[src/rtl/crao_pkg.sv]
`default_nettype none

package crao_pkg;

    localparam int COORD_BITS      = 13;
    localparam int PCT_BITS        = 7;
    localparam int CHAN_BITS       = 8;
    localparam int SQ_BITS         = 2 * COORD_BITS;
    localparam int D2_BITS         = SQ_BITS + 1;
    localparam int CFG_INDEX_BITS  = 3;
    localparam int CFG_DATA_BITS   = COORD_BITS;
    localparam int BLEND_BITS      = 15;
    localparam int DIV_MUL_BITS    = 13;
    localparam int DIV_SHIFT       = 19;
    localparam int DIV_PROD_BITS   = BLEND_BITS + DIV_MUL_BITS;

    localparam logic [PCT_BITS-1:0]     PCT_FULL = PCT_BITS'(100);
    // floor(x / 100) == (x * 5243) >> 19 for every x below 43699
    localparam logic [DIV_MUL_BITS-1:0] DIV_MUL  = DIV_MUL_BITS'(5243);

    localparam logic [CFG_INDEX_BITS-1:0] CFG_CENTER_X    = CFG_INDEX_BITS'(0);
    localparam logic [CFG_INDEX_BITS-1:0] CFG_CENTER_Y    = CFG_INDEX_BITS'(1);
    localparam logic [CFG_INDEX_BITS-1:0] CFG_RADIUS      = CFG_INDEX_BITS'(2);
    localparam logic [CFG_INDEX_BITS-1:0] CFG_OPACITY_PCT = CFG_INDEX_BITS'(3);
    localparam logic [CFG_INDEX_BITS-1:0] CFG_COLOR_RED   = CFG_INDEX_BITS'(4);
    localparam logic [CFG_INDEX_BITS-1:0] CFG_COLOR_GREEN = CFG_INDEX_BITS'(5);
    localparam logic [CFG_INDEX_BITS-1:0] CFG_COLOR_BLUE  = CFG_INDEX_BITS'(6);

    typedef struct packed {
        logic [COORD_BITS-1:0] pixel_x;
        logic [COORD_BITS-1:0] pixel_y;
        logic [CHAN_BITS-1:0]  red_in;
        logic [CHAN_BITS-1:0]  green_in;
        logic [CHAN_BITS-1:0]  blue_in;
    } t_in_item;

    typedef struct packed {
        logic [CHAN_BITS-1:0] red_out;
        logic [CHAN_BITS-1:0] green_out;
        logic [CHAN_BITS-1:0] blue_out;
        logic                 on_ring;
    } t_out_item;

    typedef struct packed {
        logic [CHAN_BITS-1:0] red;
        logic [CHAN_BITS-1:0] green;
        logic [CHAN_BITS-1:0] blue;
    } t_rgb;

    typedef struct packed {
        logic [COORD_BITS-1:0] center_x;
        logic [COORD_BITS-1:0] center_y;
        logic [SQ_BITS-1:0]    outer_sq;
        logic [SQ_BITS-1:0]    inner_sq;
        logic [PCT_BITS-1:0]   alpha;
        logic [PCT_BITS-1:0]   alpha_inv;
        t_rgb                  color;
    } t_cfg;

endpackage

`default_nettype wire

[src/rtl/crao_cfg.sv]
`default_nettype none

module crao_cfg (
    input  wire logic                                  i_clk,
    input  wire logic                                  i_rst_n,
    input  wire logic                                  i_wr,
    input  wire logic [crao_pkg::CFG_INDEX_BITS-1:0]   i_index,
    input  wire logic [crao_pkg::CFG_DATA_BITS-1:0]    i_data,
    output crao_pkg::t_cfg                             o_cfg
);

    logic [crao_pkg::COORD_BITS-1:0] r_center_x;
    logic [crao_pkg::COORD_BITS-1:0] r_center_y;
    logic [crao_pkg::COORD_BITS-1:0] r_radius;
    logic [crao_pkg::PCT_BITS-1:0]   r_opacity;
    logic [crao_pkg::CHAN_BITS-1:0]  r_color_red;
    logic [crao_pkg::CHAN_BITS-1:0]  r_color_green;
    logic [crao_pkg::CHAN_BITS-1:0]  r_color_blue;

    logic [crao_pkg::SQ_BITS-1:0]    r_outer_sq;
    logic [crao_pkg::SQ_BITS-1:0]    r_inner_sq;
    logic [crao_pkg::PCT_BITS-1:0]   r_alpha;
    logic [crao_pkg::PCT_BITS-1:0]   r_alpha_inv;

    logic [crao_pkg::COORD_BITS-1:0] n_radius_m1;
    logic [crao_pkg::SQ_BITS-1:0]    n_outer_sq;
    logic [crao_pkg::SQ_BITS-1:0]    n_inner_sq;
    logic [crao_pkg::PCT_BITS-1:0]   n_alpha;

    always_ff @(posedge i_clk) begin
        if (!i_rst_n) begin
            r_center_x    <= '0;
            r_center_y    <= '0;
            r_radius      <= '0;
            r_opacity     <= '0;
            r_color_red   <= '0;
            r_color_green <= '0;
            r_color_blue  <= '0;
        end else if (i_wr) begin
            case (i_index)
                crao_pkg::CFG_CENTER_X: begin
                    r_center_x <= i_data[crao_pkg::COORD_BITS-1:0];
                end
                crao_pkg::CFG_CENTER_Y: begin
                    r_center_y <= i_data[crao_pkg::COORD_BITS-1:0];
                end
                crao_pkg::CFG_RADIUS: begin
                    r_radius <= i_data[crao_pkg::COORD_BITS-1:0];
                end
                crao_pkg::CFG_OPACITY_PCT: begin
                    r_opacity <= i_data[crao_pkg::PCT_BITS-1:0];
                end
                crao_pkg::CFG_COLOR_RED: begin
                    r_color_red <= i_data[crao_pkg::CHAN_BITS-1:0];
                end
                crao_pkg::CFG_COLOR_GREEN: begin
                    r_color_green <= i_data[crao_pkg::CHAN_BITS-1:0];
                end
                crao_pkg::CFG_COLOR_BLUE: begin
                    r_color_blue <= i_data[crao_pkg::CHAN_BITS-1:0];
                end
                default: begin
                end
            endcase
        end
    end

    // ring bounds and saturated alpha, derived from the registers
    always_comb begin
        n_radius_m1 = r_radius - crao_pkg::COORD_BITS'(1);
        n_outer_sq  = crao_pkg::SQ_BITS'(r_radius) * crao_pkg::SQ_BITS'(r_radius);
        if (r_radius == '0) begin
            n_inner_sq = crao_pkg::SQ_BITS'(1);
        end else begin
            n_inner_sq = crao_pkg::SQ_BITS'(n_radius_m1) * crao_pkg::SQ_BITS'(n_radius_m1);
        end
        n_alpha = (r_opacity > crao_pkg::PCT_FULL) ? crao_pkg::PCT_FULL : r_opacity;
    end

    always_ff @(posedge i_clk) begin
        if (!i_rst_n) begin
            r_outer_sq  <= '0;
            r_inner_sq  <= crao_pkg::SQ_BITS'(1);
            r_alpha     <= '0;
            r_alpha_inv <= crao_pkg::PCT_FULL;
        end else begin
            r_outer_sq  <= n_outer_sq;
            r_inner_sq  <= n_inner_sq;
            r_alpha     <= n_alpha;
            r_alpha_inv <= crao_pkg::PCT_FULL - n_alpha;
        end
    end

    assign o_cfg.center_x    = r_center_x;
    assign o_cfg.center_y    = r_center_y;
    assign o_cfg.outer_sq    = r_outer_sq;
    assign o_cfg.inner_sq    = r_inner_sq;
    assign o_cfg.alpha       = r_alpha;
    assign o_cfg.alpha_inv   = r_alpha_inv;
    assign o_cfg.color.red   = r_color_red;
    assign o_cfg.color.green = r_color_green;
    assign o_cfg.color.blue  = r_color_blue;

endmodule

`default_nettype wire

[src/rtl/crao_ring.sv]
`default_nettype none

module crao_ring (
    input  wire logic                             i_clk,
    input  wire logic                             i_en_sq,
    input  wire logic                             i_en_out,
    input  wire logic [crao_pkg::COORD_BITS-1:0]  i_pixel_x,
    input  wire logic [crao_pkg::COORD_BITS-1:0]  i_pixel_y,
    input  wire crao_pkg::t_cfg                   i_cfg,
    output logic                                  o_hit_next,
    output logic                                  o_hit
);

    logic [crao_pkg::COORD_BITS-1:0] n_dx;
    logic [crao_pkg::COORD_BITS-1:0] n_dy;
    logic [crao_pkg::SQ_BITS-1:0]    r_sq_x;
    logic [crao_pkg::SQ_BITS-1:0]    r_sq_y;
    logic [crao_pkg::D2_BITS-1:0]    n_d2;
    logic                            r_hit;

    // absolute differences, then squares
    always_comb begin
        n_dx = (i_pixel_x >= i_cfg.center_x) ? (i_pixel_x - i_cfg.center_x)
                                             : (i_cfg.center_x - i_pixel_x);
        n_dy = (i_pixel_y >= i_cfg.center_y) ? (i_pixel_y - i_cfg.center_y)
                                             : (i_cfg.center_y - i_pixel_y);
    end

    always_ff @(posedge i_clk) begin
        if (i_en_sq) begin
            r_sq_x <= crao_pkg::SQ_BITS'(n_dx) * crao_pkg::SQ_BITS'(n_dx);
            r_sq_y <= crao_pkg::SQ_BITS'(n_dy) * crao_pkg::SQ_BITS'(n_dy);
        end
    end

    always_comb begin
        n_d2       = crao_pkg::D2_BITS'(r_sq_x) + crao_pkg::D2_BITS'(r_sq_y);
        o_hit_next = (n_d2 <= crao_pkg::D2_BITS'(i_cfg.outer_sq))
                  && (n_d2 >= crao_pkg::D2_BITS'(i_cfg.inner_sq));
    end

    always_ff @(posedge i_clk) begin
        if (i_en_out) begin
            r_hit <= o_hit_next;
        end
    end

    assign o_hit = r_hit;

endmodule

`default_nettype wire

[src/rtl/crao_blend.sv]
`default_nettype none

module crao_blend (
    input  wire logic            i_clk,
    input  wire logic            i_en_sum,
    input  wire logic            i_en_out,
    input  wire crao_pkg::t_rgb  i_pixel,
    input  wire crao_pkg::t_cfg  i_cfg,
    input  wire logic            i_hit,
    output crao_pkg::t_rgb       o_rgb
);

    logic [crao_pkg::BLEND_BITS-1:0]    r_sum_red;
    logic [crao_pkg::BLEND_BITS-1:0]    r_sum_green;
    logic [crao_pkg::BLEND_BITS-1:0]    r_sum_blue;
    crao_pkg::t_rgb                     r_pixel;
    crao_pkg::t_rgb                     r_rgb;
    logic [crao_pkg::DIV_PROD_BITS-1:0] n_prod_red;
    logic [crao_pkg::DIV_PROD_BITS-1:0] n_prod_green;
    logic [crao_pkg::DIV_PROD_BITS-1:0] n_prod_blue;
    crao_pkg::t_rgb                     n_rgb;

    function automatic logic [crao_pkg::BLEND_BITS-1:0] weighted_sum(
        input logic [crao_pkg::CHAN_BITS-1:0] bg,
        input logic [crao_pkg::CHAN_BITS-1:0] fg,
        input logic [crao_pkg::PCT_BITS-1:0]  a,
        input logic [crao_pkg::PCT_BITS-1:0]  a_inv
    );
        weighted_sum = crao_pkg::BLEND_BITS'(a_inv) * crao_pkg::BLEND_BITS'(bg)
                     + crao_pkg::BLEND_BITS'(a) * crao_pkg::BLEND_BITS'(fg);
    endfunction

    always_ff @(posedge i_clk) begin
        if (i_en_sum) begin
            r_sum_red   <= weighted_sum(i_pixel.red, i_cfg.color.red,
                                        i_cfg.alpha, i_cfg.alpha_inv);
            r_sum_green <= weighted_sum(i_pixel.green, i_cfg.color.green,
                                        i_cfg.alpha, i_cfg.alpha_inv);
            r_sum_blue  <= weighted_sum(i_pixel.blue, i_cfg.color.blue,
                                        i_cfg.alpha, i_cfg.alpha_inv);
            r_pixel     <= i_pixel;
        end
    end

    // divide by 100 through reciprocal multiply
    always_comb begin
        n_prod_red   = crao_pkg::DIV_PROD_BITS'(r_sum_red)
                     * crao_pkg::DIV_PROD_BITS'(crao_pkg::DIV_MUL);
        n_prod_green = crao_pkg::DIV_PROD_BITS'(r_sum_green)
                     * crao_pkg::DIV_PROD_BITS'(crao_pkg::DIV_MUL);
        n_prod_blue  = crao_pkg::DIV_PROD_BITS'(r_sum_blue)
                     * crao_pkg::DIV_PROD_BITS'(crao_pkg::DIV_MUL);
        if (i_hit) begin
            n_rgb.red   = n_prod_red[crao_pkg::DIV_SHIFT +: crao_pkg::CHAN_BITS];
            n_rgb.green = n_prod_green[crao_pkg::DIV_SHIFT +: crao_pkg::CHAN_BITS];
            n_rgb.blue  = n_prod_blue[crao_pkg::DIV_SHIFT +: crao_pkg::CHAN_BITS];
        end else begin
            n_rgb = r_pixel;
        end
    end

    always_ff @(posedge i_clk) begin
        if (i_en_out) begin
            r_rgb <= n_rgb;
        end
    end

    assign o_rgb = r_rgb;

endmodule

`default_nettype wire

[src/rtl/circle_ring_alpha_overlay_unit.sv]
`default_nettype none

// Draws a one-pixel-wide circle outline over a pixel stream with a percentage
// alpha blend. One pixel is accepted every clock while the output is taken;
// each result passes through the input register, the square/weighted-sum
// register and the result register. A stage holds only while it and every
// stage after it are full and the output is held. Configuration writes are
// always ready; the derived ring bounds and alpha are registered from them.
module circle_ring_alpha_overlay_unit (
    input  wire logic                                 i_clk,
    input  wire logic                                 i_rst_n,
    input  wire logic                                 i_in_valid,
    output logic                                      o_in_ready,
    input  wire crao_pkg::t_in_item                   i_in,
    output logic                                      o_out_valid,
    input  wire logic                                 i_out_ready,
    output crao_pkg::t_out_item                       o_out,
    input  wire logic                                 i_cfg_valid,
    output logic                                      o_cfg_ready,
    input  wire logic [crao_pkg::CFG_INDEX_BITS-1:0]  i_cfg_index,
    input  wire logic [crao_pkg::CFG_DATA_BITS-1:0]   i_cfg_data
);

    crao_pkg::t_cfg     cfg;
    crao_pkg::t_in_item r_in;
    crao_pkg::t_rgb     in_rgb;
    crao_pkg::t_rgb     out_rgb;
    logic               r_v1;
    logic               r_v2;
    logic               r_v3;
    logic               rdy1;
    logic               rdy2;
    logic               rdy3;
    logic               hit_next;
    logic               hit;

    assign rdy3        = !r_v3 || i_out_ready;
    assign rdy2        = !r_v2 || rdy3;
    assign rdy1        = !r_v1 || rdy2;
    assign o_in_ready  = rdy1;
    assign o_out_valid = r_v3;
    assign o_cfg_ready = 1'b1;

    always_ff @(posedge i_clk) begin
        if (!i_rst_n) begin
            r_v1 <= 1'b0;
            r_v2 <= 1'b0;
            r_v3 <= 1'b0;
        end else begin
            if (rdy1) begin
                r_v1 <= i_in_valid;
            end
            if (rdy2) begin
                r_v2 <= r_v1;
            end
            if (rdy3) begin
                r_v3 <= r_v2;
            end
        end
    end

    always_ff @(posedge i_clk) begin
        if (rdy1 && i_in_valid) begin
            r_in <= i_in;
        end
    end

    assign in_rgb.red   = r_in.red_in;
    assign in_rgb.green = r_in.green_in;
    assign in_rgb.blue  = r_in.blue_in;

    crao_cfg u_cfg (
        .i_clk   (i_clk),
        .i_rst_n (i_rst_n),
        .i_wr    (i_cfg_valid),
        .i_index (i_cfg_index),
        .i_data  (i_cfg_data),
        .o_cfg   (cfg)
    );

    crao_ring u_ring (
        .i_clk      (i_clk),
        .i_en_sq    (rdy2),
        .i_en_out   (rdy3),
        .i_pixel_x  (r_in.pixel_x),
        .i_pixel_y  (r_in.pixel_y),
        .i_cfg      (cfg),
        .o_hit_next (hit_next),
        .o_hit      (hit)
    );

    crao_blend u_blend (
        .i_clk    (i_clk),
        .i_en_sum (rdy2),
        .i_en_out (rdy3),
        .i_pixel  (in_rgb),
        .i_cfg    (cfg),
        .i_hit    (hit_next),
        .o_rgb    (out_rgb)
    );

    assign o_out.red_out   = out_rgb.red;
    assign o_out.green_out = out_rgb.green;
    assign o_out.blue_out  = out_rgb.blue;
    assign o_out.on_ring   = hit;

endmodule

`default_nettype wire
[config.mk]
export PLATFORM = sky130hd
export DESIGN_NAME = circle_ring_alpha_overlay_unit
export DESIGN_NICKNAME = d
export VERILOG_FILES = /design/src/rtl/crao_pkg.sv /design/src/rtl/crao_cfg.sv /design/src/rtl/crao_ring.sv /design/src/rtl/crao_blend.sv /design/src/rtl/circle_ring_alpha_overlay_unit.sv
export SDC_FILE = /design/constraint.sdc
export NUM_CORES = 2
export LEC_CHECK = 0
export ABC_AREA = 0
export BUFFER_PORTS_ARGS = -buffer_cell sky130_fd_sc_hd__buf_2
export CORE_MARGIN = 2
export CORE_UTILIZATION = 56
export DETAILED_ROUTE_END_ITERATION = 10
export PLACE_DENSITY = 0.8
export RECOVER_POWER = 25
export SYNTH_ARGS = -nofsm -noshare
export SYNTH_HDL_FRONTEND = slang
export SYNTH_SLANG_ARGS = --single-unit
[constraint.sdc]
create_clock -name i_clk -period 9.1 [get_ports i_clk]
set_clock_uncertainty 0.15 [all_clocks]
set_input_delay 2.275 -clock i_clk [delete_from_list [all_inputs] [get_ports i_clk]]
set_output_delay 2.275 -clock i_clk [all_outputs]
set_load 0.05 [all_outputs]
==> results by group <==
Min path
  – Hold Path Stages: 2
  – Hold crit path type: flop to flop
  – Hold Startpoint: u_cfg.r_center_x[10]
  – Worst Hold Endpoint: u_cfg.r_center_x[10]

STA
  – Final setup fails: 0
  – Final worst-path cycle share: 93.6%
  – Min cycle time layout: 8.52 ns
  – Hold Fails Final Rpt: 0
  – Worst-margin pin slew: 4.22 ns
  – RSZ-0062 raised after global routing: no
  – Slew HR: -181%
  – Final Max Tran Viols: 235
  – Fmax: approximately 120 MHz
  – Setup tns final: 0 ns

Routing
  – Routed via count: 38794
  – Vias per Instance: around 5.5
  – Wire length per cell: 17.6 um
  – 1st-iter DRT viols: roughly 2400
  – DRT Pass-1 Iters: 7
  – DRC: 0
  – Routed Antenna Nets: 0
  – Routed Wire Length: 125 mm

CTS
  – CTS H-tree lvls: 2
  – CTS Buffer Depth: 3
  – Hold-fix buffers, CTS: 0
  – Root Buffer: clkbuf_16
  – Reg clk slew, reported paths: ~0.06 ns
  – CTS tree: built
  – Clock Latency Late Sink: 0.61 ns
  – Clk sink count: 330
  – Cts bufs inserted: 41

Synth
  – Asr flop ratio synth: 0%
  – Yosys Warn Count: 0
  – Largest area contributor in the netlist: fa_1
  – Main flop type after synthesis: edfxtp_1
  – Ranking of synthesized cells by area: fa_1 (31%), ha_1 (20%), edfxtp_1 (11%)
  – Avg Cell Area, Syn: roughly 9.6 sq um
  – EDFF count, synth: roughly 190
  – Post-synthesis sequential area ratio: 15.6%
  – Mapped cell area: about 0.055 sq mm
  – Post-Syn Nets: between 7000 and 8000
  – Post-Syn Instances: 5721
  – Synthesized flop and latch total: 330
  – Top cell type's share of synthesized area: 30.5%
  – Distinct cell type count of the synthesized netlist: between 80 and 90

Setup path
  – CP arrival: about 8.7 ns
  – Max FO, Critical Path: 8
  – Crit. End Element: flop
  – Crit. Startpoint: u_cfg.r_center_x[6]
  – Cell mode on critical path: fa_1
  – Reg2Reg Depth: 28
  – CP Class: flop to flop
  – Worst path max stage delay: 0.59 ns
  – Crit path max-delay cell type: fa_1
  – Worst R2R Setup Slack: 0.58 ns
  – Startpoint types: flop
  – Critical path data required time: 9.32 ns
  – Reg2reg start: u_cfg.r_center_x[6]
  – Worst r2r dst: u_ring.r_sq_x[20]

Die
  – Die area: around 0.1 sq mm
  – Initial core utilization: between 50% and 60%
  – # rows: roughly 110
  – Die Y: between 300 and 400 um
  – Core ar.: 0.0967 sq mm
  – IO Count: 99
  – Die width: 316 um

Global route
  – Met3 usage: under 10%
  – Pin count of the biggest net entering global routing: 109
  – Met1 global-route usage: around a third
  – Global router's overall resource usage: 26.2%
  – Met2 Use GR: 45.3%
  – First-pass GRT wire length: 209 mm
  – Vias in the first global route: 41811
  – Most used routing layer: met2
  – Grt ovf: 0
  – Initial antenna violation count: 11

Place
  – Final Wtd Congestion: 0.924
  – Buffers added on ports: 97
  – Post-DP HPWL: 103 mm

Status
  – Run status: finished, violations left
  – Failing checks: capacitance limit, slew limit

Finish
  – Most common cell after layout, fill and taps aside: inv_1
  – Most frequent cells in the layout: inv_1 (1344), ha_1 (866), fa_1 (833)
  – Final net count: roughly 7600
  – Share of post-route cells with drive strength above 1: 5.04%
  – Layout Area Growth over Synthesis: 6.25%
  – Filler instances: 7935

Flow run
  – Max-cap violations: 4
-- cells by family (layout without fill, tap and decap cells) --
kind of cell | count (synthesis) | after routing | synth area share, %
AO/OA/AOI/OAI | 583 | 583 | 7.18
other | 1 | 4 | 0.00686
AND/OR/NAND/NOR | 1359 | 1359 | 11.9
multiplexers | 49 | 49 | 0.966
flip-flops | 330 | 330 | 15.6
buffers and inverters | 1466 | 1575 | 10.2
XOR/XNOR | 233 | 233 | 3.76
adder cells (fa/ha/maj) | 1700 | 1700 | 50.4
-- final cells by class --
cell class                 count  area [sq um]  share of cell area [%]
multi-input combinational   3925         40600                    69.9
sequential                   330          8550                    14.7
inverter                    1355          5090                    8.76
tap                         1276          1600                    2.75
clock buffer                  45          1110                    1.92
timing repair buffer         144           797                    1.37
clock inverter                31           313                   0.539
antenna                        3          7.51                  0.0129
-- synthesized netlist by cell type (17+ instances only) --
| cell | number |
|---|---|
| a211oi_1 | 31 |
| a21boi_0 | 68 |
| a21o_1 | 66 |
| a21oi_1 | 149 |
| a31oi_1 | 17 |
| and2_1 | 274 |
| and3_1 | 34 |
| clkbuf_1 | 88 |
| dfxtp_1 | 136 |
| edfxtp_1 | 194 |
| fa_1 | 833 |
| ha_1 | 867 |
| inv_1 | 1344 |
| mux2_2 | 25 |
| mux2i_1 | 22 |
| nand2_1 | 450 |
| nand2b_1 | 36 |
| nand3_1 | 58 |
| nor2_1 | 312 |
| nor2b_1 | 42 |
| nor3_1 | 62 |
| o21a_1 | 26 |
| o21ai_0 | 90 |
| o21bai_1 | 28 |
| or2_2 | 32 |
| xnor2_1 | 167 |
| xor2_1 | 64 |
-- worst max-delay path, delay by kind of cell (launching register included) --
family,cells,cell delay (ns)
adders and majority gates,7,3.23
AOI/OAI and AO/OA,8,2.11
and+or+nand+nor,6,1.31
xor gates and xnor gates,2,0.46
muxes,1,0.40
DFF,1,0.36
buffers and inverters,4,0.25
-- worst max-delay path by stage --
| stage | endpoint | cells past startpoint |
|---|---|---|
| 2_1_floorplan | u_ring.r_sq_x[20] | 30 |
| 6_report | u_ring.r_sq_x[20] | 28 |
| 3_3_place_gp | u_ring.r_sq_x[20] | 28 |
| 4_1_cts | u_ring.r_sq_x[20] | 27 |
| 3_5_place_dp | u_ring.r_sq_x[20] | 27 |
| 5_1_grt | u_ring.r_sq_x[20] | 28 |
-- state kept, by name, summed over array words and instances (netlist names), 8 cells and up --
register             cells
u_cfg.r_inner_sq        25
u_cfg.r_radius          13
u_cfg.r_center_x        13
u_cfg.r_color_green      8
u_ring.r_sq_x           25
u_cfg.r_outer_sq        25
in_rgb                  24
u_blend.r_pixel         24
u_blend.r_sum_green     15
u_cfg.r_color_red        8
u_blend.o_rgb           24
u_cfg.r_center_y        13
u_blend.r_sum_blue      15
u_cfg.r_color_blue       8
u_ring.r_sq_y           25
u_blend.r_sum_red       15
r_in                    26
-- layer usage --
metal	part of all wire (%)	vias up
met5	0.030	-
met2	49	1127
met3	6.5	253
met1	41	19319
met4	3.1	6
li1	-	18089
-- what timing repair did --
action,CTS,global route
setup endpoints to repair,0,3
gates resized for setup,0,4
setup buffers,0,0
-- stage by stage --
| step | instance area (sq um) | hold WS, ns | instances | util, % | worst slack (ns) |
|---|---|---|---|---|---|
| after floorplan | 54600 | 0.293 | 5721 | - | 1.43 |
| final | 58100 | 0.336 | 7109 | 60.0 | 0.582 |
| after CTS | 58100 | 0.335 | 7106 | 60.0 | 0.424 |
| after global placement | 56600 | 0.307 | 7030 | 58.6 | 0.631 |
| after global routing | 58100 | 0.362 | 7106 | 60.0 | 0.0636 |
| after detailed placement | 56600 | 0.317 | 7030 | 58.6 | 0.472 |
Power is left out: the tool's default activity adds up to more than one toggle a clock period on the data nets, which glitch-free logic cannot reach.
